--- config.mk ---
export PLATFORM = sky130hd
export DESIGN_NAME = can_usb_rx_record_decoder_top
export DESIGN_NICKNAME = d
export VERILOG_FILES = /design/src/rtl/cusbrx_pkg.sv /design/src/rtl/cusbrx_decode.sv /design/src/rtl/can_usb_rx_record_decoder_top.sv
export SDC_FILE = /design/constraint.sdc
export NUM_CORES = 1
export LEC_CHECK = 0
export BUFFER_PORTS_ARGS = -buffer_cell sky130_fd_sc_hd__buf_2
export CAP_MARGIN = 30
export CELL_PAD_IN_SITES_DETAIL_PLACEMENT = 1
export CELL_PAD_IN_SITES_GLOBAL_PLACEMENT = 2
export CORE_MARGIN = 4
export CORE_UTILIZATION = 36
export CTS_CLUSTER_SIZE = 30
export DETAILED_ROUTE_END_ITERATION = 6
export PLACE_DENSITY_LB_ADDON = 0.08
export SLEW_MARGIN = 20
export SYNTH_ARGS = -nofsm -noshare
export SYNTH_HDL_FRONTEND = slang
export SYNTH_SLANG_ARGS = --single-unit
export TNS_END_PERCENT = 30
--- constraint.sdc ---
create_clock -name clk -period 8.7 [get_ports clk]
set_clock_uncertainty 0.05 [all_clocks]
set_input_delay 0.87 -clock clk [delete_from_list [all_inputs] [get_ports clk]]
set_output_delay 0.87 -clock clk [all_outputs]
set_load 0.02 [all_outputs]
--- src/rtl/cusbrx_pkg.sv ---
package cusbrx_pkg;

    localparam int unsigned REC_LAST = 17;
    localparam int unsigned POS_W = 5;

    localparam logic [7:0] ST_BOFF = 8'h80;
    localparam logic [7:0] ST_EWRN = 8'h40;
    localparam logic [7:0] ST_BERR = 8'h20;

    localparam logic [7:0] CODE_CLEAR_ALL  = 8'h00;
    localparam logic [7:0] CODE_CLEAR_WARN = 8'h02;
    localparam logic [7:0] CODE_SET_WARN   = 8'h03;
    localparam logic [7:0] CODE_BUS_OFF    = 8'h04;
    localparam logic [7:0] CODE_BERR_A     = 8'h20;
    localparam logic [7:0] CODE_BERR_B     = 8'h21;
    localparam logic [7:0] CODE_BERR_C     = 8'h23;
    localparam logic [7:0] CODE_BERR_D     = 8'h24;
    localparam logic [7:0] CODE_BERR_E     = 8'h25;
    localparam logic [7:0] CODE_BERR_F     = 8'h27;

    localparam logic [7:0] STATUS_DLC = 8'h04;

    typedef enum logic [1:0] {
        REG_DROP_EXTENDED = 2'd0,
        REG_DROP_REMOTE   = 2'd1,
        REG_DROP_STATUS   = 2'd2
    } cfg_index_t;

    typedef struct packed {
        logic [7:0]  rx_byte;
        logic        buffer_start;
        logic [63:0] now_usec;
    } in_item_t;

    typedef struct packed {
        logic        is_extended;
        logic        is_remote;
        logic        is_status;
        logic [31:0] identifier;
        logic [7:0]  length_code;
        logic [63:0] payload;
        logic [63:0] stamp_usec;
    } out_item_t;

    typedef struct packed {
        logic drop_extended;
        logic drop_remote;
        logic drop_status;
    } drop_cfg_t;

    function automatic logic [7:0] status_update(input logic [7:0] flags,
                                                 input logic [7:0] code);
        logic [7:0] f;
        f = flags;
        case (code)
            CODE_CLEAR_ALL:  f = flags & ~(ST_BOFF | ST_EWRN | ST_BERR);
            CODE_CLEAR_WARN: f = flags & ~ST_EWRN;
            CODE_SET_WARN:   f = flags | ST_EWRN;
            CODE_BUS_OFF:    f = flags | ST_BOFF;
            CODE_BERR_A, CODE_BERR_B, CODE_BERR_C,
            CODE_BERR_D, CODE_BERR_E, CODE_BERR_F:
                             f = flags | ST_BERR;
            default:         f = flags;
        endcase
        return f;
    endfunction

endpackage

--- src/rtl/cusbrx_decode.sv ---
module cusbrx_decode (
    input  logic                  clk,
    input  logic                  rst_n,
    input  logic                  en,
    input  cusbrx_pkg::in_item_t  item,
    input  cusbrx_pkg::drop_cfg_t cfg,
    output logic                  res_valid,
    output cusbrx_pkg::out_item_t res
);
    import cusbrx_pkg::*;

    localparam logic [POS_W-1:0] POS_LAST = POS_W'(REC_LAST);

    logic [POS_W-1:0] pos_reg, pos_next, pos;
    logic [2:0]       flags_reg, flags_next;
    logic [31:0]      id_reg, id_next;
    logic [7:0]       dlc_reg, dlc_next;
    logic [63:0]      payload_reg, payload_next;
    logic [31:0]      stamp_reg, stamp_next;
    logic [7:0]       st_flags_reg, st_flags_next;
    logic [7:0]       bus_state_reg, bus_state_next;
    logic [7:0]       rec_reg, rec_next;
    logic [7:0]       tec_reg, tec_next;
    logic [63:0]      origin_reg, origin_next;

    logic        last;
    logic [31:0] hw;
    logic [63:0] hw_ext, diff, stamp, payload;
    logic        origin_zero, mapped, ext, rtr, sts, suppress;
    logic [7:0]  code, dlc;

    always_comb
    begin
        pos = (item.buffer_start || pos_reg > POS_LAST) ? '0 : pos_reg;
        last = (pos == POS_LAST);
        hw = {stamp_reg[23:0], item.rx_byte};
        hw_ext = {32'd0, hw};
        origin_zero = (origin_reg == 64'd0);
        diff = item.now_usec - origin_reg;
        stamp = origin_zero ? hw_ext : hw_ext + {diff[63:32], 32'd0};

        code = payload_reg[63:56];
        mapped = flags_reg[2] && (dlc_reg != 8'd0);

        pos_next = pos_reg;
        flags_next = flags_reg;
        id_next = id_reg;
        dlc_next = dlc_reg;
        payload_next = payload_reg;
        stamp_next = stamp_reg;
        st_flags_next = st_flags_reg;
        bus_state_next = bus_state_reg;
        rec_next = rec_reg;
        tec_next = tec_reg;
        origin_next = origin_reg;

        if (en)
        begin
            if (pos == '0)
                flags_next = item.rx_byte[2:0];
            else if (pos <= POS_W'(4))
                id_next = {id_reg[23:0], item.rx_byte};
            else if (pos == POS_W'(5))
                dlc_next = item.rx_byte;
            else if (pos <= POS_W'(13))
                payload_next = {payload_reg[55:0], item.rx_byte};
            else if (!last)
                stamp_next = {stamp_reg[23:0], item.rx_byte};

            if (last)
            begin
                pos_next = '0;
                if (origin_zero)
                    origin_next = item.now_usec - hw_ext;
                if (mapped)
                begin
                    st_flags_next = status_update(st_flags_reg, code);
                    bus_state_next = code;
                    if (dlc_reg >= 8'd2)
                        rec_next = payload_reg[55:48];
                    if (dlc_reg >= 8'd3)
                        tec_next = payload_reg[47:40];
                end
            end
            else
            begin
                pos_next = pos + POS_W'(1);
            end
        end

        ext = mapped ? 1'b0 : flags_reg[0];
        rtr = mapped ? 1'b0 : flags_reg[1];
        sts = flags_reg[2];
        dlc = mapped ? STATUS_DLC : dlc_reg;
        payload = mapped ? {st_flags_next, bus_state_next, rec_next, tec_next,
                            payload_reg[31:0]}
                         : payload_reg;

        suppress = (ext && cfg.drop_extended) || (rtr && cfg.drop_remote) ||
                   (sts && cfg.drop_status) || (sts && stamp == 64'd0);

        res_valid = en && last && !suppress;
        res.is_extended = ext;
        res.is_remote = rtr;
        res.is_status = sts;
        res.identifier = mapped ? 32'd0 : id_reg;
        res.length_code = dlc;
        res.payload = payload;
        res.stamp_usec = stamp;
    end

    always_ff @(posedge clk or negedge rst_n)
    begin
        if (!rst_n)
        begin
            pos_reg <= '0;
            flags_reg <= '0;
            id_reg <= '0;
            dlc_reg <= '0;
            payload_reg <= '0;
            stamp_reg <= '0;
            st_flags_reg <= '0;
            bus_state_reg <= '0;
            rec_reg <= '0;
            tec_reg <= '0;
            origin_reg <= '0;
        end
        else
        begin
            pos_reg <= pos_next;
            flags_reg <= flags_next;
            id_reg <= id_next;
            dlc_reg <= dlc_next;
            payload_reg <= payload_next;
            stamp_reg <= stamp_next;
            st_flags_reg <= st_flags_next;
            bus_state_reg <= bus_state_next;
            rec_reg <= rec_next;
            tec_reg <= tec_next;
            origin_reg <= origin_next;
        end
    end

endmodule

--- src/rtl/can_usb_rx_record_decoder_top.sv ---
// channel   | direction | handshake            | content
// byte_*    | in        | valid / stall        | one stream byte, buffer mark, time
// rec_*     | out       | valid / stall        | one decoded record
// cfg_*     | in        | valid / ready        | drop mode register write
//
// One byte per cycle unless stalled; a record leaves through the result register.
// Path: input register, decode in one pass, result register.
// Reset clears record position, status tracking and time origin.
// A stalled output holds both registers; stall to the input follows.
module can_usb_rx_record_decoder_top (
    input  logic                  clk,
    input  logic                  rst_n,
    input  logic                  byte_valid,
    output logic                  byte_stall,
    input  cusbrx_pkg::in_item_t  byte_item,
    output logic                  rec_valid,
    input  logic                  rec_stall,
    output cusbrx_pkg::out_item_t rec_item,
    input  logic                  cfg_valid,
    output logic                  cfg_ready,
    input  logic [1:0]            cfg_index,
    input  logic                  cfg_data
);
    import cusbrx_pkg::*;

    logic      advance;
    logic      in_valid_reg;
    in_item_t  in_item_reg;
    drop_cfg_t cfg_reg;
    logic      res_valid;
    out_item_t res;
    logic      out_valid_reg;
    out_item_t out_item_reg;

    assign advance = !out_valid_reg || !rec_stall;
    assign byte_stall = !advance;
    assign cfg_ready = 1'b1;
    assign rec_valid = out_valid_reg;
    assign rec_item = out_item_reg;

    cusbrx_decode u_decode (
        .clk       (clk),
        .rst_n     (rst_n),
        .en        (in_valid_reg && advance),
        .item      (in_item_reg),
        .cfg       (cfg_reg),
        .res_valid (res_valid),
        .res       (res)
    );

    always_ff @(posedge clk or negedge rst_n)
    begin
        if (!rst_n)
        begin
            in_valid_reg <= 1'b0;
            out_valid_reg <= 1'b0;
            cfg_reg <= '{drop_extended: 1'b0, drop_remote: 1'b0, drop_status: 1'b1};
        end
        else
        begin
            if (advance)
            begin
                in_valid_reg <= byte_valid;
                out_valid_reg <= res_valid;
            end
            if (cfg_valid)
            begin
                case (cfg_index)
                    REG_DROP_EXTENDED: cfg_reg.drop_extended <= cfg_data;
                    REG_DROP_REMOTE:   cfg_reg.drop_remote <= cfg_data;
                    REG_DROP_STATUS:   cfg_reg.drop_status <= cfg_data;
                    default:           cfg_reg <= cfg_reg;
                endcase
            end
        end
    end

    always_ff @(posedge clk)
    begin
        if (advance)
        begin
            in_item_reg <= byte_item;
            out_item_reg <= res;
        end
    end

endmodule

==> key figures <==
Status
  – Status: complete, no violations

Detailed routing
  – Post-DR vias/cell: 5.17
  – Vias: 15,917
  – Drt total wl: 68,600 µm
  – 1st-pass router iterations: 4
  – Wire length per cell: 22.3 µm
  – Remaining DRCs: 0
  – Initial drt markers: 793
  – Antenna-violating nets left: 0

Synthesis
  – Top cell type's share of synthesized area: 32.3%
  – Warnings from Yosys: 0
  – Top-count cell post-synth: edfxtp_1
  – Synth Cell Area: 22,700 µm²
  – Synth top area cells: edfxtp_1, dfrtp_1, mux2_2
  – Seq cells post-synth: 476
  – Ys async rst share: 48.7%
  – Part of the Yosys area used for sequential elements: 57.9%
  – Post-Syn Nets: 2,111
  – Number of flops mapped to enable cells by yosys: 244
  – Unique cell type count in the Yosys netlist: 74
  – Post-Syn Instances: 1,932
  – Post-synth top flop: edfxtp_1
  – Commonest cells in the netlist: edfxtp_1, dfrtp_1, nand2_1, o21ai_0, mux2_2
  – Post-synth top area cell: edfxtp_1
  – Syn_area_per_cell: 11.7 µm²

Worst setup path
  – Crit path max fanout: 11
  – Setup crit end kind: flip-flop
  – Setup CP Type: flip-flop to flip-flop
  – Worst reg-to-reg path cell count: 13
  – Worst R2R Start: u_decode.pos_reg[2]$_DFFE_PN0P_
  – CP Data Required Time: 8.99 ns
  – R2r setup slk: 3.90 ns
  – Reg2Reg Capture Point: rec_item[127]$_DFFE_PN_
  – Worst setup SP type: flip-flop
  – WP data arrival: 5.09 ns

Clock network
  – CTS Buf Count: 53
  – Worst-skew pair later-pin latency: 0.62 ns
  – Gates resized, CTS repair: 0
  – CTS tree: built
  – Clk slew on worst S/H paths: 0.06 ns
  – Root buffer cell: clkbuf_16
  – H-Tree Level Count: 2
  – Clk sink count: 476
  – Clock Path Buffers: 3
  – CTS Hold Buffers Added: 0
  – Total setup buffers inserted after CTS: 0

Timing
  – RSZ-0062 raised after global routing: false
  – FMAX: 208 MHz
  – Final Slew Violations: 0
  – Final setup vio count: 0
  – Worst Max-Slew Pin Slew: 1.12 ns
  – Final hold vios: 0
  – Relative slew margins: 25.1%
  – Final TNS setup: 0 ns
  – Final Cycle Share: 55.2%
  – Post-layout minimum cycle time: 4.80 ns

Layout
  – Share of post-route cells with drive strength above 1: 22.4%
  – Number of flip-flops in the largest register: 171
  – Layout Nets: 2,376
  – Post-synthesis to final-layout area growth: 17.2%

Global route
  – Total global routing overflow: 0
  – First-pass GRT wire length: 104,000 µm
  – Vias in the first global route: 16,896
  – Initial antenna violation count: 3
  – Largest net degree at the start of global routing: 167
  – GR Util All Layers: 20.1%

Floorplan
  – Floorplan row count: 91
  – Die span in x: 259 µm
  – Core ar.: 62,100 µm²
  – Top-Level Pins: 255
  – DIE AREA: 67,100 µm²
  – Starting Density: 36.5%
  – Die Ht: 259 µm

Pwr
  – Pleak: 11.9 nW
  – Power density over the cells: 223 nW/µm²
  – Total Power: 5.94 mW
  – Max VDD drop: 0.000143 V

Placed design
  – Port Buf Inserts: 253
  – Post-DP HPWL: 51,500 µm
  – GPL Wtd Cong: 0.887

Hold path
  – Type of the tightest min-delay check: primary input to async pin

Run
  – Max cap viols: 0
## how the worst max path moves through the flow
stage / from / end / slack, ns / cells past startpoint
floorplan: rec_stall / rec_item[127]$_DFFE_PN_ / 2.32 / 9
global placement: in_item_reg[65]$_DFFE_PN_ / u_decode.origin_reg[48]$_DFFE_PN0P_ / 3.69 / 13
detailed placement: in_item_reg[65]$_DFFE_PN_ / u_decode.origin_reg[48]$_DFFE_PN0P_ / 3.67 / 13
CTS: in_item_reg[65]$_DFFE_PN_ / u_decode.origin_reg[48]$_DFFE_PN0P_ / 3.63 / 13
global route: u_decode.pos_reg[2]$_DFFE_PN0P_ / rec_item[127]$_DFFE_PN_ / 3.60 / 13
finish: u_decode.pos_reg[2]$_DFFE_PN0P_ / rec_item[127]$_DFFE_PN_ / 3.90 / 13
## stage by stage
| step | cell area (µm²) | hold slack, ns | util (%) | worst slack [ns] | cells |
|---|---|---|---|---|---|
| final | 26600 | 0.270 | 42.8 | 3.90 | 3080 |
| after global routing | 26600 | 0.334 | 42.8 | 3.60 | 3078 |
| after CTS | 26600 | 0.311 | 42.8 | 3.63 | 3077 |
| after detailed placement | 24900 | 0.406 | 40.2 | 3.67 | 2978 |
| after global placement | 24900 | 0.403 | 40.2 | 3.69 | 2976 |
| after floorplan | 22700 | 0.373 | - | 2.32 | 1932 |
## cell usage in the layout (no fill, tap or decap), drive strengths merged, types with 22 or more instances in the layout
cell type / synthesis / layout
a21o: 30 / 30
o21ai: 151 / 151
dfrtp: 231 / 231
mux2: 146 / 146
a21oi: 123 / 123
inv: 124 / 125
nand3: 25 / 25
buf: 11 / 266
edfxtp: 244 / 244
nand2: 164 / 164
nor3: 23 / 23
clkbuf: 46 / 77
xor2: 42 / 42
nor2: 79 / 79
nand4: 31 / 31
nor4: 38 / 38
and2: 53 / 53
xnor2: 37 / 37
nor2b: 22 / 22
ha: 97 / 97
## area by class of cell
class | count | area (µm²)
timing repair buffer | 267 | 1390
tap | 837 | 1050
sequential | 476 | 13100
antenna | 2 | 5.00
clock buffer | 76 | 1450
fill | 6699 | 35500
multi-input combinational | 1274 | 8900
inverter | 125 | 469
clock inverter | 23 | 185
## layer usage
layer	up-vias	GRT usage [%]	share of wire (%)
met4	2	4.72	2.0
met2	259	36.2	51
met5	-	0	0.019
li1	7563	-	-
met3	79	3.01	3.8
met1	8014	25.6	43
## kinds of logic (layout without fill, tap and decap cells)
family                     after synthesis  after routing  synth area share (%)
buffers and inverters                  182            491                  3.07
xor gates and xnor gates                79             79                  3.05
other                                    1              3                0.0165
adders and majority gates               98             98                  5.44
AOI/OAI and AO/OA                      437            437                  11.7
muxes                                  148            148                  7.35
DFF                                    476            476                  57.9
and+or+nand+nor                        511            511                  11.5
## critical path, cell delays in order (launching register included)
cell and delay [ns]:
dfrtp_1 0.50, or3_1 0.41, a21oi_1 0.58, nand2_1 0.21, inv_1 0.13, ha_1 0.22
nand2_1 0.06, or3_1 0.42, or2_0 0.47, nor2_4 0.35, nand2_1 0.12, or4_1 0.44
mux2_4 0.32, mux2_2 0.27
## where the power goes
group	switching [mW]	internal (mW)	total [mW]	leakage, nW
Combinational	0.547	0.360	0.907	5.52
Sequential	0.200	2.70	2.90	5.61
Clock	0.932	1.19	2.13	0.788
Total	1.68	4.26	5.94	11.9
Power figures use the tool's default switching activity.
